**src/swds_pkg.sv**
```systemverilog
// shared constants, widths and control/status types for the wendland density sum block
// no dependencies

package swds_pkg;

  localparam int FRAC_BITS = 16;
  localparam int DATA_W    = 32;
  localparam int MUL_W     = DATA_W + 1;
  localparam int PROD_W    = 2 * MUL_W;
  localparam int SQ_W      = 2 * DATA_W;
  localparam int ROOT_W    = DATA_W + 1;
  localparam int RAD_W     = 2 * ROOT_W;
  localparam int REM_W     = ROOT_W + 2;
  localparam int STEP_W    = $clog2(ROOT_W);
  localparam int SUM_W     = 48;
  localparam int U_W       = FRAC_BITS + 1;
  localparam int TQ_W      = FRAC_BITS + 3;
  localparam int TERM_W    = DATA_W + 3;
  localparam int CFG_IDX_W = 8;

  localparam logic [SUM_W-1:0]  SUM_MAX   = {SUM_W{1'b1}};
  localparam logic [DATA_W-1:0] INV_RESET = DATA_W'(1) << FRAC_BITS;

  typedef enum logic [CFG_IDX_W-1:0] {
    CFG_TEST_X      = 8'd0,
    CFG_TEST_Y      = 8'd1,
    CFG_INV_SMOOTH  = 8'd2,
    CFG_KERNEL_COEF = 8'd3
  } cfg_idx_t;

  typedef enum logic [2:0] {
    MUL_SQX,
    MUL_SQY,
    MUL_DQ,
    MUL_UU,
    MUL_U2,
    MUL_WQ,
    MUL_T
  } mul_sel_t;

  typedef struct packed {
    logic     load;
    logic     mul_en;
    mul_sel_t mul_sel;
    logic     sx_load;
    logic     sqrt_start;
    logic     q_load;
    logic     acc_en;
    logic     emit;
  } swds_cmd_t;

  typedef struct packed {
    logic sqrt_done;
    logic in_support;
    logic last;
    logic out_free;
  } swds_status_t;

endpackage

```
**src/sph_wendland_density_sum.sv**
```systemverilog
// top level of the 2d wendland kernel density sum: controller plus datapath
// depends on swds_pkg, swds_ctrl, swds_dpath
//
// channel | dir | handshake           | payload
// in_     | in  | in_tvalid/in_tready | tdata[31:0] pos_x, tdata[63:32] pos_y, tlast last
// out_    | out | out_tvalid/tready   | tdata[47:0] density_sum, tuser saturated
// cfg_    | in  | cfg_valid/cfg_ready | cfg_index register index, cfg_data value
//
// one particle at a time: each item runs through the 33-step square root and up to seven
// passes through the single shared 33x33 multiplier (four are skipped outside the support)
// an item marked last also passes through an emit state that loads the output register
// while the output register still holds an unaccepted result, the next emission waits
// and input stays blocked until it is taken
// synchronous active-low reset clears sum, saturation flag and config to defaults

module sph_wendland_density_sum
  import swds_pkg::*;
(
  input  logic                 clk,
  input  logic                 rst_n,
  input  logic                 in_tvalid,
  output logic                 in_tready,
  input  logic [2*DATA_W-1:0]  in_tdata,   // pos_x, pos_y
  input  logic                 in_tlast,
  output logic                 out_tvalid,
  input  logic                 out_tready,
  output logic [SUM_W-1:0]     out_tdata,  // density_sum
  output logic                 out_tuser,  // saturated
  input  logic                 cfg_valid,
  output logic                 cfg_ready,
  input  logic [CFG_IDX_W-1:0] cfg_index,
  input  logic [DATA_W-1:0]    cfg_data
);

  swds_cmd_t    cmd;
  swds_status_t st;

  assign cfg_ready = 1'b1;

  swds_ctrl u_ctrl (
    .clk       (clk),
    .rst_n     (rst_n),
    .in_tvalid (in_tvalid),
    .in_tready (in_tready),
    .st        (st),
    .cmd       (cmd)
  );

  swds_dpath u_dpath (
    .clk        (clk),
    .rst_n      (rst_n),
    .cfg_valid  (cfg_valid),
    .cfg_index  (cfg_index),
    .cfg_data   (cfg_data),
    .in_tdata   (in_tdata),
    .in_tlast   (in_tlast),
    .cmd        (cmd),
    .st         (st),
    .out_tvalid (out_tvalid),
    .out_tready (out_tready),
    .out_tdata  (out_tdata),
    .out_tuser  (out_tuser)
  );

  // no second item while one is in flight
  a_busy_after_accept: assert property (@(posedge clk) disable iff (!rst_n)
    in_tvalid && in_tready |=> !in_tready)
    else $error("input taken while busy");

  // emission never overwrites a result still waiting
  a_emit_slot_free: assert property (@(posedge clk) disable iff (!rst_n)
    cmd.emit |-> st.out_free)
    else $error("emission over pending result");

  // saturated flag only with a clamped sum
  a_sat_means_max: assert property (@(posedge clk) disable iff (!rst_n)
    out_tvalid && out_tuser |-> out_tdata == SUM_MAX)
    else $error("saturated without full-scale sum");

  // square root finishes only while an item is in flight
  a_sqrt_then_idle_ready: assert property (@(posedge clk) disable iff (!rst_n)
    st.sqrt_done |-> !in_tready)
    else $error("square root finished while idle");

endmodule

```
**src/swds_isqrt.sv**
```systemverilog
// iterative integer square root, one root bit per cycle, restoring recurrence
// depends on swds_pkg

module swds_isqrt
  import swds_pkg::*;
(
  input  logic              clk,
  input  logic              rst_n,
  input  logic              start,
  input  logic [RAD_W-1:0]  radicand,
  output logic [ROOT_W-1:0] root,
  output logic              done
);

  logic [RAD_W-1:0]  rad_r,  rad_nxt;
  logic [REM_W-1:0]  rem_r,  rem_nxt;
  logic [ROOT_W-1:0] root_r, root_nxt;
  logic [STEP_W-1:0] cnt_r;
  logic              busy_r;
  logic              done_r;
  logic [REM_W+1:0]  rem_t;
  logic [REM_W+1:0]  trial;
  logic              ge;

  always_comb begin
    rem_t    = {rem_r, rad_r[RAD_W-1 -: 2]};
    trial    = (REM_W+2)'({root_r, 2'b01});
    ge       = rem_t >= trial;
    rem_nxt  = ge ? REM_W'(rem_t - trial) : REM_W'(rem_t);
    root_nxt = {root_r[ROOT_W-2:0], ge};
    rad_nxt  = {rad_r[RAD_W-3:0], 2'b00};
  end

  always_ff @(posedge clk) begin
    if (!rst_n) begin
      busy_r <= 1'b0;
      done_r <= 1'b0;
    end else begin
      done_r <= !start && busy_r && cnt_r == '0;
      if (start) begin
        busy_r <= 1'b1;
      end else if (busy_r && cnt_r == '0) begin
        busy_r <= 1'b0;
      end
    end
  end

  always_ff @(posedge clk) begin
    if (start) begin
      rad_r  <= radicand;
      rem_r  <= '0;
      root_r <= '0;
      cnt_r  <= STEP_W'(ROOT_W - 1);
    end else if (busy_r) begin
      rad_r  <= rad_nxt;
      rem_r  <= rem_nxt;
      root_r <= root_nxt;
      cnt_r  <= cnt_r - 1'b1;
    end
  end

  assign root = root_r;
  assign done = done_r;

endmodule

```
**src/swds_dpath.sv**
```systemverilog
// datapath: config registers, shared multiplier, square root unit, accumulator, output register
// depends on swds_pkg and swds_isqrt

module swds_dpath
  import swds_pkg::*;
(
  input  logic                 clk,
  input  logic                 rst_n,
  input  logic                 cfg_valid,
  input  logic [CFG_IDX_W-1:0] cfg_index,
  input  logic [DATA_W-1:0]    cfg_data,
  input  logic [2*DATA_W-1:0]  in_tdata,
  input  logic                 in_tlast,
  input  swds_cmd_t            cmd,
  output swds_status_t         st,
  output logic                 out_tvalid,
  input  logic                 out_tready,
  output logic [SUM_W-1:0]     out_tdata,
  output logic                 out_tuser
);

  logic [DATA_W-1:0] test_x_r, test_y_r, inv_r, coeff_r;
  logic [DATA_W-1:0] ax_r, ay_r;
  logic              last_r;
  logic [SQ_W-1:0]   sx_r;
  logic [PROD_W-1:0] prod_r;
  logic [MUL_W-1:0]  mul_a, mul_b;
  logic [U_W-1:0]    u_r;
  logic [TQ_W-1:0]   tq_r;
  logic              in_support_r;
  logic [SUM_W-1:0]  sum_r;
  logic              ovf_r;
  logic              out_valid_r;
  logic [SUM_W-1:0]  out_sum_r;
  logic              out_sat_r;

  logic [DATA_W:0]   dx, dy;
  logic [ROOT_W-1:0] root;
  logic              sqrt_done;
  logic [RAD_W-1:0]  radicand;
  logic              in_support;
  logic [U_W-1:0]    q;
  logic [MUL_W-1:0]  prod_sh;
  logic [TERM_W-1:0] term;
  logic [SUM_W:0]    sum_ext;

  swds_isqrt u_isqrt (
    .clk      (clk),
    .rst_n    (rst_n),
    .start    (cmd.sqrt_start),
    .radicand (radicand),
    .root     (root),
    .done     (sqrt_done)
  );

  always_ff @(posedge clk) begin
    if (!rst_n) begin
      test_x_r <= '0;
      test_y_r <= '0;
      inv_r    <= INV_RESET;
      coeff_r  <= '0;
    end else if (cfg_valid) begin
      unique case (cfg_index)
        CFG_TEST_X:      test_x_r <= cfg_data;
        CFG_TEST_Y:      test_y_r <= cfg_data;
        CFG_INV_SMOOTH:  inv_r    <= cfg_data;
        CFG_KERNEL_COEF: coeff_r  <= cfg_data;
        default: ;
      endcase
    end
  end

  always_comb begin
    dx         = {test_x_r[DATA_W-1], test_x_r} - {in_tdata[DATA_W-1], in_tdata[DATA_W-1:0]};
    dy         = {test_y_r[DATA_W-1], test_y_r}
                 - {in_tdata[2*DATA_W-1], in_tdata[2*DATA_W-1:DATA_W]};
    radicand   = RAD_W'(sx_r) + RAD_W'(prod_r[SQ_W-1:0]);
    in_support = prod_r[PROD_W-1:2*FRAC_BITS+1] == '0;
    q          = prod_r[2*FRAC_BITS:FRAC_BITS];
    prod_sh    = prod_r[FRAC_BITS+MUL_W-1:FRAC_BITS];
    term       = prod_r[FRAC_BITS+TERM_W-1:FRAC_BITS];
    sum_ext    = {1'b0, sum_r} + (SUM_W+1)'(term);
  end

  always_comb begin
    case (cmd.mul_sel)
      MUL_SQX: begin mul_a = MUL_W'(ax_r);      mul_b = MUL_W'(ax_r);      end
      MUL_SQY: begin mul_a = MUL_W'(ay_r);      mul_b = MUL_W'(ay_r);      end
      MUL_DQ:  begin mul_a = root;              mul_b = MUL_W'(inv_r);     end
      MUL_UU:  begin mul_a = MUL_W'(u_r);       mul_b = MUL_W'(u_r);       end
      MUL_U2:  begin mul_a = prod_sh;           mul_b = prod_sh;           end
      MUL_WQ:  begin mul_a = prod_sh;           mul_b = MUL_W'(tq_r);      end
      MUL_T:   begin mul_a = MUL_W'(coeff_r);   mul_b = prod_sh;           end
      default: begin mul_a = '0;                mul_b = '0;                end
    endcase
  end

  always_ff @(posedge clk) begin
    if (cmd.load) begin
      ax_r   <= dx[DATA_W] ? DATA_W'(-dx) : dx[DATA_W-1:0];
      ay_r   <= dy[DATA_W] ? DATA_W'(-dy) : dy[DATA_W-1:0];
      last_r <= in_tlast;
    end
    if (cmd.mul_en) begin
      prod_r <= PROD_W'(mul_a) * PROD_W'(mul_b);
    end
    if (cmd.sx_load) begin
      sx_r <= prod_r[SQ_W-1:0];
    end
    if (cmd.q_load) begin
      in_support_r <= in_support;
      u_r          <= U_W'(1 << FRAC_BITS) - U_W'(q[U_W-1:1]);
      tq_r         <= TQ_W'({q, 1'b0}) + TQ_W'(1 << FRAC_BITS);
    end
  end

  always_ff @(posedge clk) begin
    if (!rst_n) begin
      sum_r       <= '0;
      ovf_r       <= 1'b0;
      out_valid_r <= 1'b0;
    end else begin
      if (cmd.acc_en && in_support_r) begin
        if (sum_ext[SUM_W]) begin
          sum_r <= SUM_MAX;
          ovf_r <= 1'b1;
        end else begin
          sum_r <= sum_ext[SUM_W-1:0];
        end
      end else if (cmd.emit) begin
        sum_r <= '0;
        ovf_r <= 1'b0;
      end
      if (cmd.emit) begin
        out_valid_r <= 1'b1;
      end else if (out_tready) begin
        out_valid_r <= 1'b0;
      end
    end
  end

  always_ff @(posedge clk) begin
    if (cmd.emit) begin
      out_sum_r <= sum_r;
      out_sat_r <= ovf_r;
    end
  end

  assign st.sqrt_done  = sqrt_done;
  assign st.in_support = in_support;
  assign st.last       = last_r;
  assign st.out_free   = !out_valid_r || out_tready;

  assign out_tvalid = out_valid_r;
  assign out_tdata  = out_sum_r;
  assign out_tuser  = out_sat_r;

endmodule

```
**src/swds_ctrl.sv**
```systemverilog
// controller state machine sequencing one particle through the datapath
// depends on swds_pkg

module swds_ctrl
  import swds_pkg::*;
(
  input  logic         clk,
  input  logic         rst_n,
  input  logic         in_tvalid,
  output logic         in_tready,
  input  swds_status_t st,
  output swds_cmd_t    cmd
);

  typedef enum logic [3:0] {
    S_IDLE,
    S_SQX,
    S_SQY,
    S_ROOT,
    S_WAIT,
    S_MULQ,
    S_QCHK,
    S_UU,
    S_U4,
    S_W,
    S_T,
    S_ACC,
    S_EMIT
  } state_t;

  state_t state_r, state_nxt;
  logic   in_rdy_r;

  always_comb begin
    state_nxt   = state_r;
    cmd         = '0;
    cmd.mul_sel = MUL_SQX;
    unique case (state_r)
      S_IDLE: begin
        if (in_tvalid && in_rdy_r) begin
          cmd.load  = 1'b1;
          state_nxt = S_SQX;
        end
      end
      S_SQX: begin
        cmd.mul_en = 1'b1;
        state_nxt  = S_SQY;
      end
      S_SQY: begin
        cmd.mul_en  = 1'b1;
        cmd.mul_sel = MUL_SQY;
        cmd.sx_load = 1'b1;
        state_nxt   = S_ROOT;
      end
      S_ROOT: begin
        cmd.sqrt_start = 1'b1;
        state_nxt      = S_WAIT;
      end
      S_WAIT: begin
        if (st.sqrt_done) begin
          state_nxt = S_MULQ;
        end
      end
      S_MULQ: begin
        cmd.mul_en  = 1'b1;
        cmd.mul_sel = MUL_DQ;
        state_nxt   = S_QCHK;
      end
      S_QCHK: begin
        cmd.q_load = 1'b1;
        state_nxt  = st.in_support ? S_UU : S_ACC;
      end
      S_UU: begin
        cmd.mul_en  = 1'b1;
        cmd.mul_sel = MUL_UU;
        state_nxt   = S_U4;
      end
      S_U4: begin
        cmd.mul_en  = 1'b1;
        cmd.mul_sel = MUL_U2;
        state_nxt   = S_W;
      end
      S_W: begin
        cmd.mul_en  = 1'b1;
        cmd.mul_sel = MUL_WQ;
        state_nxt   = S_T;
      end
      S_T: begin
        cmd.mul_en  = 1'b1;
        cmd.mul_sel = MUL_T;
        state_nxt   = S_ACC;
      end
      S_ACC: begin
        cmd.acc_en = 1'b1;
        state_nxt  = st.last ? S_EMIT : S_IDLE;
      end
      S_EMIT: begin
        if (st.out_free) begin
          cmd.emit  = 1'b1;
          state_nxt = S_IDLE;
        end
      end
      default: state_nxt = S_IDLE;
    endcase
  end

  always_ff @(posedge clk) begin
    if (!rst_n) begin
      state_r  <= S_IDLE;
      in_rdy_r <= 1'b1;
    end else begin
      state_r  <= state_nxt;
      in_rdy_r <= state_nxt == S_IDLE;
    end
  end

  assign in_tready = in_rdy_r;

endmodule
```
**config.mk**
```make
export PLATFORM = sky130hd
export DESIGN_NAME = sph_wendland_density_sum
export DESIGN_NICKNAME = d
export VERILOG_FILES = /design/src/swds_pkg.sv /design/src/sph_wendland_density_sum.sv /design/src/swds_isqrt.sv /design/src/swds_dpath.sv /design/src/swds_ctrl.sv
export SDC_FILE = /design/constraint.sdc
export NUM_CORES = 2
export LEC_CHECK = 0
export ABC_CLOCK_PERIOD_IN_PS = 13420
export BUFFER_PORTS_ARGS = -buffer_cell sky130_fd_sc_hd__buf_2
export CORE_UTILIZATION = 50
export CTS_CLUSTER_SIZE = 30
export DETAILED_ROUTE_END_ITERATION = 8
export GPL_ROUTABILITY_DRIVEN = 0
export PLACE_DENSITY_LB_ADDON = 0.1
export SETUP_SLACK_MARGIN = 0.1
export SLEW_MARGIN = 20
export SYNTH_ARGS = -nofsm -noshare
export SYNTH_HDL_FRONTEND = slang
export SYNTH_SLANG_ARGS = --single-unit
```
**constraint.sdc**
```tcl
create_clock -name clk -period 13.42 [get_ports clk]
set_input_delay 2.684 -clock clk [delete_from_list [all_inputs] [get_ports clk]]
set_output_delay 2.684 -clock clk [all_outputs]
set_load 0.05 [all_outputs]
```
==> flow_summary.json <==
{
  "synth-main-ff-cell": "edfxtp_1",
  "die_h_um": 375,
  "critical_path_required_ns": 13.73,
  "compound_cell_area_share_of_the_yosys_netlist_pct": 12.5,
  "layout_min_cycle_time_ns": 12.30,
  "final_cell_mix": "inv_1 (1,240), nand2_1 (1,143), fa_1 (962)",
  "mostFrequentLayoutCell": "inv_1",
  "layout-drive-gt1-share_pct": 6.51,
  "synth_async_sr_flop_share_pct": 0,
  "finish.instance_area_sq_um": 74800,
  "number_of_fillers_in_the_final_layout": 12664,
  "port_buffers": 160,
  "placedInstanceArea_sq_um": 72400,
  "period_share_pct": 91.7,
  "tritoncts": "yes",
  "final_net_count": 9379,
  "totalNegativeSetupSlack_ns": 0,
  "postSynthCellCount": 7844,
  "mappedNetlistArea_sq_um": 69500,
  "syn-mean-instance-area_sq_um": 8.86,
  "cp_slowest_cell": "nand4_1",
  "post_synth_edffs": 345,
  "route.antenna.remaining_nets": 0,
  "basic_gate_share_of_the_synthesized_area_counting_and_or_nand_and_nor_cells_pct": 15.1,
  "design.die.area_sq_um": 140000,
  "class_of_the_most_critical_hold_timing_path": "register to register",
  "fmax_mhz": 81.3,
  "grt_start_max_net_pins": 83,
  "crit-reg2reg-capture": "u_dpath.prod_r[59]",
  "grt_setup_unrepaired": "no",
  "drc": 14,
  "io_pins": 162,
  "netlist-cell-type-count": 100,
  "post_detail_place_hpwl_um": 183000,
  "whs_path_depth": 2,
  "synth_xor_xnor_area_share_pct": 3.87,
  "cts_buffers": 71,
  "ff2ff_path_depth": 33,
  "numClockSinks": 604,
  "worst-slew-pin-transition_ns": 1.38,
  "post-cts-setup-buffer-count": 0,
  "detail_route.wirelength_um": 235000,
  "timing.reg2reg.setup_slack_ns": 1.12,
  "cts-root-buf": "clkbuf_16",
  "initial_utilization_pct": 50.5,
  "die_width_um": 375,
  "cap_viol_max_count": 0,
  "ctsResizeCount": 0,
  "r2r-start": "u_ctrl.state_r[2]",
  "total_of_warnings_raised_by_yosys": 0,
  "critPathCaptureType": "register",
  "relSlewSlack_pct": 8.18,
  "hold_path.startpoint": "u_dpath.inv_r[12]",
  "syn_to_final_growth_pct": 7.71,
  "timing.setup.critical_path_class": "register to register",
  "path_common_cell": "fa_1",
  "wl_per_cell_um": 24.2,
  "slew_violations": 0,
  "failing_checks": "DRC",
  "timing.hold.ws_ns": 0.458,
  "fp.coreArea_sq_um": 138000,
  "start_kind": "register",
  "postCtsHoldBufs": 0,
  "clock_pin_slew_worst_setup_and_hold_paths_ns": 0.07,
  "cts_htree_levels": 3,
  "route.vias.total": 57122,
  "crit_arrival_ns": 12.61,
  "drt_first_iter_violations": 6247,
  "main_combinational_cell_family_by_area_after_synthesis": "adder cells",
  "gr-usage-all-layers_pct": 33.6,
  "post_synth_fa_ha_maj_area_fraction_pct": 36.2,
  "setup_violations": 0,
  "detail_route.vias_per_cell": 5.89,
  "ys_seq_elements": 604,
  "core.rowCount": 136,
  "ys_seq_area_share_pct": 22.4,
  "grt_first_pass_wirelength_um": 353000,
  "antenna_found_initial": 12,
  "synthesis.nets": 9386,
  "slowest_delay_ns": 1.23,
  "first_global_vias": 55702,
  "worst_hold_path.endpoint": "u_dpath.inv_r[12]",
  "worst-path-max-fanout": 19,
  "post_synth_mux_area_share_pct": 0.985,
  "dr.pass1.iters": 9,
  "hold_viol": 0,
  "grt.overflow.total": 0,
  "clock_path_buffers": 3,
  "worst_skew_pair.late_latency_ns": 0.68,
  "clock-skew-final_ns": 0.0490,
  "run_status": "finished, violations left"
}
cells in the mapped netlist, types with 9 or more instances:
| master | n | area, sq um |
|---|---|---|
| xnor2_1 | 194 | 1700 |
| nor2b_1 | 48 | 300 |
| o21bai_1 | 42 | 315 |
| a211o_1 | 11 | 96.3 |
| o21ai_1 | 12 | 60.1 |
| inv_1 | 1242 | 4660 |
| buf_2 | 13 | 65.1 |
| and4_1 | 29 | 254 |
| nor2_1 | 760 | 2850 |
| a221oi_1 | 21 | 184 |
| a21oi_1 | 455 | 2280 |
| a21o_1 | 166 | 1250 |
| clkbuf_1 | 364 | 1370 |
| nand3_1 | 76 | 380 |
| fa_1 | 962 | 19300 |
| nor4_1 | 24 | 150 |
| nand2b_1 | 39 | 244 |
| a22o_1 | 18 | 158 |
| a221o_1 | 22 | 220 |
| or2_2 | 11 | 68.8 |
| dfxtp_1 | 259 | 5180 |
| edfxtp_1 | 345 | 10400 |
| xor2_1 | 113 | 990 |
| o31a_1 | 12 | 105 |
| buf_1 | 26 | 97.6 |
| o31ai_1 | 27 | 203 |
| a211oi_1 | 37 | 278 |
| o41ai_1 | 9 | 78.8 |
| a31oi_1 | 52 | 325 |
| and2_1 | 49 | 307 |
| mux2i_1 | 65 | 651 |
| or3_1 | 19 | 119 |
| o21ai_0 | 247 | 1240 |
| o21a_1 | 39 | 293 |
| nor3b_1 | 9 | 67.6 |
| a222oi_1 | 49 | 490 |
| and3_1 | 40 | 250 |
| a311oi_1 | 23 | 201 |
| nand2_1 | 1144 | 4290 |
| o211ai_1 | 15 | 113 |
| a41oi_1 | 9 | 78.8 |
| nor3_1 | 74 | 370 |
| ha_1 | 470 | 5880 |
| a21boi_0 | 9 | 67.6 |
| nand4_1 | 72 | 450 |
per-stage QoR:
step	utilization, %	std cells	setup slack [ns]
2_1_floorplan	-	7844	2.22
3_3_place_gp	52.6	9553	2.09
3_5_place_dp	52.6	9555	2.01
4_1_cts	54.3	9686	1.99
5_1_grt	54.4	9692	1.24
6_report	54.4	9694	1.12
final cells by class:
| type | count | area (sq um) | share of cell area [%] |
|---|---|---|---|
| Tap cell | 1794 | 2240 | 3.00 |
| Timing Repair Buffer | 326 | 2080 | 2.78 |
| Antenna cell | 5 | 12.5 | 0.0167 |
| Inverter | 1243 | 4670 | 6.24 |
| Multi-Input combinational cell | 5591 | 47900 | 64.0 |
| Clock inverter | 32 | 403 | 0.538 |
| Clock buffer | 99 | 1960 | 2.62 |
| Sequential cell | 604 | 15500 | 20.8 |
how the worst max path moves through the flow:
stage                                 start                 end  slack, ns  depth (start not counted)
final                     u_ctrl.state_r[2]  u_dpath.prod_r[59]       1.12                         33
after floorplan           u_ctrl.state_r[1]  u_dpath.prod_r[59]       2.22                         34
after CTS                 u_ctrl.state_r[0]  u_dpath.prod_r[59]       1.99                         33
after global placement    u_ctrl.state_r[2]  u_dpath.prod_r[59]       2.09                         33
after detailed placement  u_ctrl.state_r[2]  u_dpath.prod_r[59]       2.01                         33
after global routing      u_ctrl.state_r[3]  u_dpath.prod_r[59]       1.24                         34
critical path, delay by kind of cell (launching register included):
kind                     cells  cell delay, ns
AO/OA/AOI/OAI               12            4.61
adder cells (fa/ha/maj)      9            3.63
buffers and inverters        8            0.91
flip-flops                   1            0.66
AND/OR/NAND/NOR              4            2.10
kinds of logic (layout without fill, tap and decap cells):
kind of cell | count (synthesis) | count (layout)
AND/OR/NAND/NOR | 2439 | 2439
buffers and inverters | 1649 | 1700
other | 1 | 6
multiplexers | 68 | 68
adder cells (fa/ha/maj) | 1432 | 1432
flip-flops | 604 | 604
AO/OA/AOI/OAI | 1344 | 1344
XOR/XNOR | 307 | 307
metal layers:
layer  wire (um)  up-vias  share of wire, %  track usage (%)
met3       23700      501                10             7.84
met4       11700        2               5.0             13.7
met5          13        -            0.0055                0
li1            -    25465                 -                -
met1       95700    28509                41             45.7
met2      104000     2645                44             51.6
state kept, by name, indices dropped and copies added, names as in the netlist, 4 cells and up:
signal and flops:
u_dpath.test_x_r 32, u_dpath.tq_r 17, u_dpath.u_isqrt.cnt_r 6, u_dpath.u_isqrt.rad_r 66, u_ctrl.state_r 4, u_dpath.u_isqrt.root 33, u_dpath.ax_r 32, u_dpath.sx_r 64
u_dpath.sum_r 48, u_dpath.test_y_r 32, u_dpath.prod_r 66, u_dpath.inv_r 32, u_dpath.u_isqrt.rem_r 35, u_dpath.ay_r 32, u_dpath.coeff_r 32, u_dpath.u_r 17
u_dpath.out_tdata 48
Power is left out: the tool's default activity adds up to more than one toggle a clock period on the data nets, which glitch-free logic cannot reach.
